[src/rv64ae_pkg.sv]
package rv64ae_pkg;

    localparam int XLEN     = 64;
    localparam int REG_BITS = 5;
    localparam int NUM_REGS = 32;
    localparam int SH_BITS  = 6;

    localparam logic [6:0] OPC_ALU   = 7'h33;
    localparam logic [6:0] OPC_FENCE = 7'h0F;
    localparam logic [6:0] F7_BASE   = 7'h00;
    localparam logic [6:0] F7_ALT    = 7'h20;

    localparam logic [2:0] F3_ADD_SUB = 3'd0;
    localparam logic [2:0] F3_SLL     = 3'd1;
    localparam logic [2:0] F3_SLT     = 3'd2;
    localparam logic [2:0] F3_SLTU    = 3'd3;
    localparam logic [2:0] F3_XOR     = 3'd4;
    localparam logic [2:0] F3_SRL_SRA = 3'd5;
    localparam logic [2:0] F3_OR      = 3'd6;
    localparam logic [2:0] F3_AND     = 3'd7;

    localparam logic [2:0] ST_WRITTEN  = 3'd0;
    localparam logic [2:0] ST_ADVANCED = 3'd1;
    localparam logic [2:0] ST_HALT     = 3'd2;
    localparam logic [2:0] ST_LOADED   = 3'd3;
    localparam logic [2:0] ST_IGNORED  = 3'd4;

    localparam logic [REG_BITS-1:0] REG_ZERO = '0;
    localparam logic [XLEN-1:0]     PC_STEP  = 64'd4;

    // Request class, settled in the front end.
    typedef enum logic [1:0] {
        K_LOAD,     // direct register load
        K_ALU,      // ALU op with a real destination
        K_ADV,      // advance pc only (fence, x0 dest, bad funct7)
        K_HALT      // unimplemented opcode
    } t_kind;

    typedef enum logic [3:0] {
        A_ADD, A_SUB, A_SLL, A_SLT, A_SLTU,
        A_XOR, A_SRL, A_SRA, A_OR, A_AND
    } t_alu;

    typedef struct packed {
        t_kind               kind;
        t_alu                alu;
        logic [REG_BITS-1:0] rd;
        logic [REG_BITS-1:0] rs1;
        logic [REG_BITS-1:0] rs2;
        logic [XLEN-1:0]     value;
    } t_op;

endpackage

[src/rv64ae_front.sv]
module rv64ae_front (
    input  logic               i_item_kind,
    input  logic [31:0]        i_instruction_word,
    input  logic [4:0]         i_load_index,
    input  logic [63:0]        i_load_value,
    output rv64ae_pkg::t_op    o_op
);
    import rv64ae_pkg::*;

    logic [6:0]          opc;
    logic [6:0]          f7;
    logic [2:0]          f3;
    logic [REG_BITS-1:0] rd;
    logic                alu_ok;
    t_alu                alu;

    assign opc = i_instruction_word[6:0];
    assign rd  = i_instruction_word[11:7];
    assign f3  = i_instruction_word[14:12];
    assign f7  = i_instruction_word[31:25];

    always_comb begin
        alu    = A_ADD;
        alu_ok = 1'b0;
        if (f7 == F7_BASE) begin
            alu_ok = 1'b1;
            case (f3)
                F3_ADD_SUB: alu = A_ADD;
                F3_SLL:     alu = A_SLL;
                F3_SLT:     alu = A_SLT;
                F3_SLTU:    alu = A_SLTU;
                F3_XOR:     alu = A_XOR;
                F3_SRL_SRA: alu = A_SRL;
                F3_OR:      alu = A_OR;
                default:    alu = A_AND;
            endcase
        end else if (f7 == F7_ALT && f3 == F3_ADD_SUB) begin
            alu_ok = 1'b1;
            alu    = A_SUB;
        end else if (f7 == F7_ALT && f3 == F3_SRL_SRA) begin
            alu_ok = 1'b1;
            alu    = A_SRA;
        end
    end

    always_comb begin
        o_op       = '0;
        o_op.alu   = alu;
        o_op.rs1   = i_instruction_word[19:15];
        o_op.rs2   = i_instruction_word[24:20];
        o_op.value = '0;
        if (i_item_kind) begin
            o_op.kind  = K_LOAD;
            o_op.rd    = i_load_index;
            o_op.value = i_load_value;
        end else if (opc == OPC_ALU) begin
            o_op.rd   = rd;
            o_op.kind = (alu_ok && rd != REG_ZERO) ? K_ALU : K_ADV;
        end else if (opc == OPC_FENCE) begin
            o_op.kind = K_ADV;
        end else begin
            o_op.kind = K_HALT;
        end
    end

endmodule

[config.mk]
export PLATFORM = sky130hd
export DESIGN_NAME = rv64ae_front
export DESIGN_NICKNAME = d
export VERILOG_FILES = /design/src/rv64ae_pkg.sv /design/src/rv64ae_front.sv
export SDC_FILE = /design/constraint.sdc
export NUM_CORES = 1
export LEC_CHECK = 0
export BUFFER_PORTS_ARGS = -buffer_cell sky130_fd_sc_hd__buf_2
export CORE_AREA = 2 2 72 74
export DETAILED_ROUTE_END_ITERATION = 8
export DIE_AREA = 0 0 74 76
export GPL_ROUTABILITY_DRIVEN = 0
export GPL_TIMING_DRIVEN = 0
export SYNTH_ARGS = -nofsm -noshare
export SYNTH_HDL_FRONTEND = slang
export SYNTH_SLANG_ARGS = --single-unit
[constraint.sdc]
create_clock -name vclk -period 1.7
set_clock_uncertainty 0.15 [all_clocks]
set_input_delay 0.085 -clock vclk [all_inputs]
set_output_delay 0.085 -clock vclk [all_outputs]
set_load 0.05 [all_outputs]
==> out/qor.yml <==
synth_nets: 222
p_leak_nw: 1.081
fin_nets: 399
nClkBuffers: 0
fin_crit_ps: 1944
grt_pass1_vias: 1240
cts_setup_buffers: 0
p_per_area_nw_per_um2: 394.0
io_pins: 187
worstPathArrival_ps: 1710
drc: 0
ir_drop_mv: 0.2240
antenna_found_initial: 0
grt_pass1_wl_um: 5402
grt_remaining_overflow: 0
antenna-diode-count: 0
stdcell_area_sq_um: 1809
violations: "setup timing"
cp-start-kind: "input port"
fin_crit_sh_pct: 114.4
yosys_warnings: 0
slew_violations: 0
viasPerCell: 3.833
die_height_um: 76
required_ps: 1460
path_max_fanout: 2
num_rows: 26
antenna_left: 0
fmax_mhz: 514.4
avgSynthCellArea_sq_um: 6.527
power_mw: 0.7129
gr-usage-all-layers_pct: 11.26
drt_iter0_drc: 27
layout_commonest_cell: "buf_2"
place_area_sq_um: 1782
die_w_um: 74
routedWlPerCell_um: 9.912
mostFrequentLayoutCells: "buf_2 (171), and2_1 (64), buf_4 (11)"
tightest_slew_ps: 486.2
rsz0062_at_grt: "true"
max_cap_violations: 0
yosysSeqAreaShare_pct: 0
setup_violations: 7
syn_to_final_growth_pct: 131.0
hold_path_class: "in -> out"
io_buffers: 175
wl_um: 3618
die_area_sq_um: 5624
flops_and_latches: 0
synthesis.instances: 120
slew_headroom_pct: 67.59
seq_area_sq_um: 0
vias: 1399
critical_path_class: "in -> out"
status: "complete, but fails checks"
grt_max_degree: 11
fin_ws_ps: -244.1
drive_gt1_share_pct: 66.44
dr.pass1.iters: 4
fill_cells: 527
ys_types: 28
core-area_sq_um: 4912
dp_hpwl_um: 3203
synth_area_sq_um: 783.3
start_util_pct: 15.94
cp-end-kind: "output pin"
hold_viol: 0
-- critical path, stage by stage --
cell and delay, ps:
buf_6 90, or4_4 520, or4_4 550, o32ai_4 270
buf_6 190
-- per-layer routing --
metal	vias to the layer above	global-route usage, %	part of all wire [%]
li1	734	-	-
met1	583	12.47	39
met2	82	23.48	53
met3	0	0.2646	7.8
met4	0	0.7273	0
met5	-	0	0
-- final cells by class --
type	instances	area [sq um]	share of cell area (%)
well taps	70	87.58	4.841
multi-input cells	98	703.2	38.87
plain buffers	19	110.1	6.086
repair buffers	175	897.1	49.58
inverters	3	11.26	0.6224
-- power by group --
group	switching [mW]	internal, mW	leakage, nW
logic	0.490	0.223	1.08
clock network	0	0	0
registers	0	0	0
-- cells by family after synthesis --
| kind of cell | count (synthesis) | synth area share, % |
|---|---|---|
| XOR/XNOR | 2 | 2.237 |
| AND/OR/NAND/NOR | 83 | 68.21 |
| AO/OA/AOI/OAI | 13 | 14.22 |
| buffers and inverters | 22 | 15.33 |
-- through the flow --
step | TNS (ps) | hold slack, ps | util, % | cells | setup WS (ps)
CTS | -1452 | 322.1 | 36.70 | 365 | -249.4
finish | -514.9 | 321.6 | 36.83 | 365 | -244.1
detailed placement | -1612 | 322.3 | 36.27 | 365 | -350.4
global placement | -1590 | 321.9 | 36.27 | 365 | -344.8
floorplan | -304.9 | 184.6 | - | 120 | -218.5
global route | -986.0 | 324.9 | 36.83 | 365 | -274.6
-- synth_stat cells (2+ instances only) --
library cell  count  area [sq um]
and2_1           64         400.4
buf_4            10         75.07
clkbuf_1          9         33.78
a22o_1            5         43.79
nor2_1            4         15.01
inv_1             3         11.26
nand2b_1          2         12.51
or4_4             2         22.52
or4bb_1           2         22.52
-- what timing repair did --
item / 4_1_cts / 5_1_grt
resized for setup: 6 / 3
hold buffers: 0 / 0
gates cloned: 0 / 0
endpoints found under the setup margin: 8 / 8
-- final timing paths --
check,slack [ps],from,end,cells after the start
max,-240,i_instruction_word[26],o_op[83],5
min,320,i_instruction_word[19],o_op[73],2
(Power assumes the default switching activity.)
