--- config.mk ---
export PLATFORM = sky130hd
export DESIGN_NAME = rv64ae_queue
export DESIGN_NICKNAME = d
export VERILOG_FILES = /design/src/rv64ae_pkg.sv /design/src/rv64ae_queue.sv
export SDC_FILE = /design/constraint.sdc
export NUM_CORES = 1
export LEC_CHECK = 0
export ABC_AREA = 1
export ABC_CLOCK_PERIOD_IN_PS = 9000
export BUFFER_PORTS_ARGS = -buffer_cell sky130_fd_sc_hd__clkbuf_2
export CAP_MARGIN = 20
export CORE_ASPECT_RATIO = 0.5
export CORE_UTILIZATION = 49
export DETAILED_ROUTE_END_ITERATION = 8
export GPL_ROUTABILITY_DRIVEN = 0
export PLACE_DENSITY = 0.72
export SLEW_MARGIN = 20
export SYNTH_ARGS = -nofsm -noshare
export SYNTH_HDL_FRONTEND = slang
export SYNTH_SLANG_ARGS = --single-unit
--- constraint.sdc ---
create_clock -name i_clk -period 9 [get_ports i_clk]
set_input_delay 2.25 -clock i_clk [delete_from_list [all_inputs] [get_ports i_clk]]
set_output_delay 2.25 -clock i_clk [all_outputs]
set_load 0.01 [all_outputs]
--- src/rv64ae_pkg.sv ---
package rv64ae_pkg;

    localparam int XLEN     = 64;
    localparam int REG_BITS = 5;
    localparam int NUM_REGS = 32;
    localparam int SH_BITS  = 6;

    localparam logic [6:0] OPC_ALU   = 7'h33;
    localparam logic [6:0] OPC_FENCE = 7'h0F;
    localparam logic [6:0] F7_BASE   = 7'h00;
    localparam logic [6:0] F7_ALT    = 7'h20;

    localparam logic [2:0] F3_ADD_SUB = 3'd0;
    localparam logic [2:0] F3_SLL     = 3'd1;
    localparam logic [2:0] F3_SLT     = 3'd2;
    localparam logic [2:0] F3_SLTU    = 3'd3;
    localparam logic [2:0] F3_XOR     = 3'd4;
    localparam logic [2:0] F3_SRL_SRA = 3'd5;
    localparam logic [2:0] F3_OR      = 3'd6;
    localparam logic [2:0] F3_AND     = 3'd7;

    localparam logic [2:0] ST_WRITTEN  = 3'd0;
    localparam logic [2:0] ST_ADVANCED = 3'd1;
    localparam logic [2:0] ST_HALT     = 3'd2;
    localparam logic [2:0] ST_LOADED   = 3'd3;
    localparam logic [2:0] ST_IGNORED  = 3'd4;

    localparam logic [REG_BITS-1:0] REG_ZERO = '0;
    localparam logic [XLEN-1:0]     PC_STEP  = 64'd4;

    // Request class, settled in the front end.
    typedef enum logic [1:0] {
        K_LOAD,     // direct register load
        K_ALU,      // ALU op with a real destination
        K_ADV,      // advance pc only (fence, x0 dest, bad funct7)
        K_HALT      // unimplemented opcode
    } t_kind;

    typedef enum logic [3:0] {
        A_ADD, A_SUB, A_SLL, A_SLT, A_SLTU,
        A_XOR, A_SRL, A_SRA, A_OR, A_AND
    } t_alu;

    typedef struct packed {
        t_kind               kind;
        t_alu                alu;
        logic [REG_BITS-1:0] rd;
        logic [REG_BITS-1:0] rs1;
        logic [REG_BITS-1:0] rs2;
        logic [XLEN-1:0]     value;
    } t_op;

endpackage

--- src/rv64ae_queue.sv ---
module rv64ae_queue #(
    parameter int DEPTH = 4
) (
    input  logic            i_clk,
    input  logic            i_rst_n,
    input  logic            i_push,
    input  rv64ae_pkg::t_op i_op,
    output logic            o_full,
    input  logic            i_pop,
    output logic            o_valid,
    output rv64ae_pkg::t_op o_op
);
    import rv64ae_pkg::*;

    localparam int PW = (DEPTH > 1) ? $clog2(DEPTH) : 1;
    localparam int CW = $clog2(DEPTH + 1);
    localparam logic [PW-1:0] LAST = PW'(DEPTH - 1);
    localparam logic [CW-1:0] FULL = CW'(DEPTH);

    t_op           r_mem [DEPTH];
    logic [PW-1:0] r_wr, n_wr;
    logic [PW-1:0] r_rd, n_rd;
    logic [CW-1:0] r_cnt, n_cnt;

    always_comb begin
        n_wr  = r_wr;
        n_rd  = r_rd;
        n_cnt = r_cnt;
        if (i_push) begin
            n_wr = (r_wr == LAST) ? '0 : r_wr + 1'b1;
        end
        if (i_pop) begin
            n_rd = (r_rd == LAST) ? '0 : r_rd + 1'b1;
        end
        if (i_push && !i_pop) begin
            n_cnt = r_cnt + 1'b1;
        end else if (i_pop && !i_push) begin
            n_cnt = r_cnt - 1'b1;
        end
    end

    always_ff @(posedge i_clk) begin
        if (!i_rst_n) begin
            r_wr  <= '0;
            r_rd  <= '0;
            r_cnt <= '0;
        end else begin
            r_wr  <= n_wr;
            r_rd  <= n_rd;
            r_cnt <= n_cnt;
        end
        if (i_push) begin
            r_mem[r_wr] <= i_op;
        end
    end

    assign o_full  = (r_cnt == FULL);
    assign o_valid = (r_cnt != '0);
    assign o_op    = r_mem[r_rd];

endmodule

==> out/qor.yml <==
clocking:
  clkTransAtPathRegs_ns: 0.07
  cts_buffers: 31
  cts_setup_buffers: 0
  clock_tree.buffer_depth: 3
  cts_resized: 0
  cts_tree: "done"
  cts_sinks: 349
  cts_hold_buf: 0
  insertion_delay_ns: 0.56
  cts_root_buf: "clkbuf_16"
  htree_levels: 1
floorplanning:
  initial_utilization_pct: 50.8
  die_h_um: 117
  ios: 176
  design.core.area_sq_mm: 0.0256
  num_rows: 41
  die_area_sq_mm: 0.0273
  die_x_um: 233
detailed_routing:
  totalWireLength_um: 27400
  drcViolationCount: 0
  drt_iter0_markers: 659
  final_antenna_net_count: 0
  dr.pass1.iters: 5
  vias: 7774
  wl_per_cell_um: 19.4
  via_per_inst: 5.51
placed_design:
  placedCellCount: 1354
  hpwl_um: 14800
  io_buffer_count: 175
global_route:
  grt_pass1_wl_um: 40900
  met3_usage_pct: 3.75
  grt_pass1_vias: 7339
  track_usage_pct: 19.6
  use_met1_pct: 26.2
  gr-usage-met2_pct: 33.6
  overflow: 0
  busiest_layer: "met2"
  grt_max_degree: 103
  antenna_found_initial: 2
power:
  seqPwrFrac_pct: 53.5
  internal_power_w: 0.00271
  swShare_pct: 22.9
  comb_power_share_pct: 9.3
  p_per_area_mw_per_mm2: 233
  ir_drop_mv: 0.153
  power_frac_clock_pct: 37.2
  p_switching_w: 0.000805
  leakagePower_nw: 5.30
sta:
  tightest_slew_ns: 1.08
  finalCriticalPeriod_ns: 5.63
  fmax_ghz: 0.178
  slew_headroom_pct: 28.2
  finalCritPeriodShare_pct: 62.6
  slew_violations: 0
  finalSetupTns_ns: 0
  skew_ns: 0.0152
  finalHoldViolCount: 0
  rsz0062_at_grt: "no"
  final-setup-viol-count: 0
critical_path:
  worst-path-max-fanout: 102
  cp-end-kind: "output port"
  cp.arrival_ns: 3.38
  setup.worst_path.class: "flip-flop to output port"
  startpoint_type: "flip-flop"
  required_ns: 6.75
worst_hold_path:
  min_path_type: "flip-flop to flip-flop"
cells_and_area:
  drive_above_1_share_pct: 21.9
  layout.area.seq_sq_mm: 0.0104
  fin_cells: 1411
  multi_input_comb_area_sq_mm: 0.00225
  final_nets: 1139
  fillCellCount: 1982
  layout-area-overhead-vs-synth_pct: 15.8
synthesis:
  seq_area_frac_synth_pct: 79.8
  netlist_instances: 882
  synth_top_area_cell: "edfxtp_1"
  syn_nets: 978
  synthFlopType: "edfxtp_1"
  ys_ff_latch: 349
  yosys_warnings: 0
  synth_commonest_cells: "340 x edfxtp_1, 179 x nor2_1, 150 x o21ai_0"
  synth.top_cell.area_share_pct: 78.4
  synth-async-reset-ratio_pct: 0
  yosysMostFrequentCell: "edfxtp_1"
  synthTopCellsByArea: "edfxtp_1 78%, o21ai_0 5.8%, nor2_1 5.2%"
  synth_edf_count: 340
  syn_area_per_cell_sq_um: 14.8
  ys_types: 22
  netlist_area_sq_mm: 0.0130
run_status:
  outcome: "finished, final reports clean"
flow_run:
  maxCapViolCount: 0
worst paths after layout:
path                              from                endpoint  slack (ns)  depth (start not counted)
setup reg to reg  r_wr[0]$_SDFFE_PN0P_  r_mem[0][46]$_DFFE_PP_        6.77                          5
hold reg to reg   r_wr[1]$_SDFFE_PN0P_    r_wr[1]$_SDFFE_PN0P_        0.54                          2
hold / removal    r_wr[1]$_SDFFE_PN0P_    r_wr[1]$_SDFFE_PN0P_        0.54                          2
setup / recovery             flip-flop                o_op[50]        3.37                          5
area by class of cell:
class	count	area share [%]
flip-flops and latches	349	68.9
multi-input cells	462	14.9
repair buffers	183	6.20
clock buffers	38	5.32
well taps	344	2.85
clock inverters	17	1.29
inverters	16	0.481
diodes	2	0.0332
power by group through the flow:
stage / Clock [W] / Sequential, W / Combinational, W
floorplan: 0 / 0.00191 / 0.000195
global placement: 0 / 0.00191 / 0.000322
detailed placement: 0 / 0.00192 / 0.000331
CTS: 0.00133 / 0.00188 / 0.000332
global route: 0.00139 / 0.00189 / 0.000361
finish: 0.00131 / 0.00188 / 0.000327
worst max-delay path, cell delays in order (launching register included):
cell and delay, ns:
dfxtp_4 0.57, inv_4 0.61, buf_4 0.91, o21ai_1 0.13, o22ai_1 0.26, clkbuf_2 0.19
per-stage QoR:
stage | util (%) | hold WS [ns] | cell area, sq um | total power [W] | setup slack [ns]
finish | 58.8 | 0.536 | 15100 | 0.00352 | 3.37
global route | 58.8 | 0.569 | 15100 | 0.00364 | 3.13
CTS | 58.8 | 0.544 | 15100 | 0.00355 | 3.34
detailed placement | 54.9 | 0.531 | 14100 | 0.00225 | 3.97
global placement | 54.9 | 0.513 | 14100 | 0.00223 | 4.05
floorplan | - | 0.490 | 13000 | 0.00210 | 4.63
flip-flops by register name, indices dropped and copies added, names as in the netlist, named ones only:
register and flops:
r_mem 340, r_cnt 3, r_rd 2, r_wr 2
logic make-up after synthesis:
logic type      count (synthesis)  synth area share (%)
simple gates                  193                  5.62
xor+xnor                        1                0.0673
flops                         349                  79.8
buf+inv                        71                  2.96
fa+ha+maj                       7                 0.730
compound gates                261                  10.8
per-layer routing:
layer / wire length (um) / vias up
li1: - / 3646
met1: 11700 / 3883
met2: 13800 / 216
met3: 1520 / 29
met4: 398 / 0
met5: 0 / -
placed cells by master (no fill, tap or decap), types with 7 or more instances in the layout:
master	n
o21ai_1	23
buf_4	8
nand2_1	9
nor2_1	179
edfxtp_1	340
o21ai_0	150
o22ai_1	85
dfxtp_1	7
clkbuf_16	31
clkbuf_2	175
clkbuf_1	7
inv_1	10
Power figures use the tool's default switching activity.
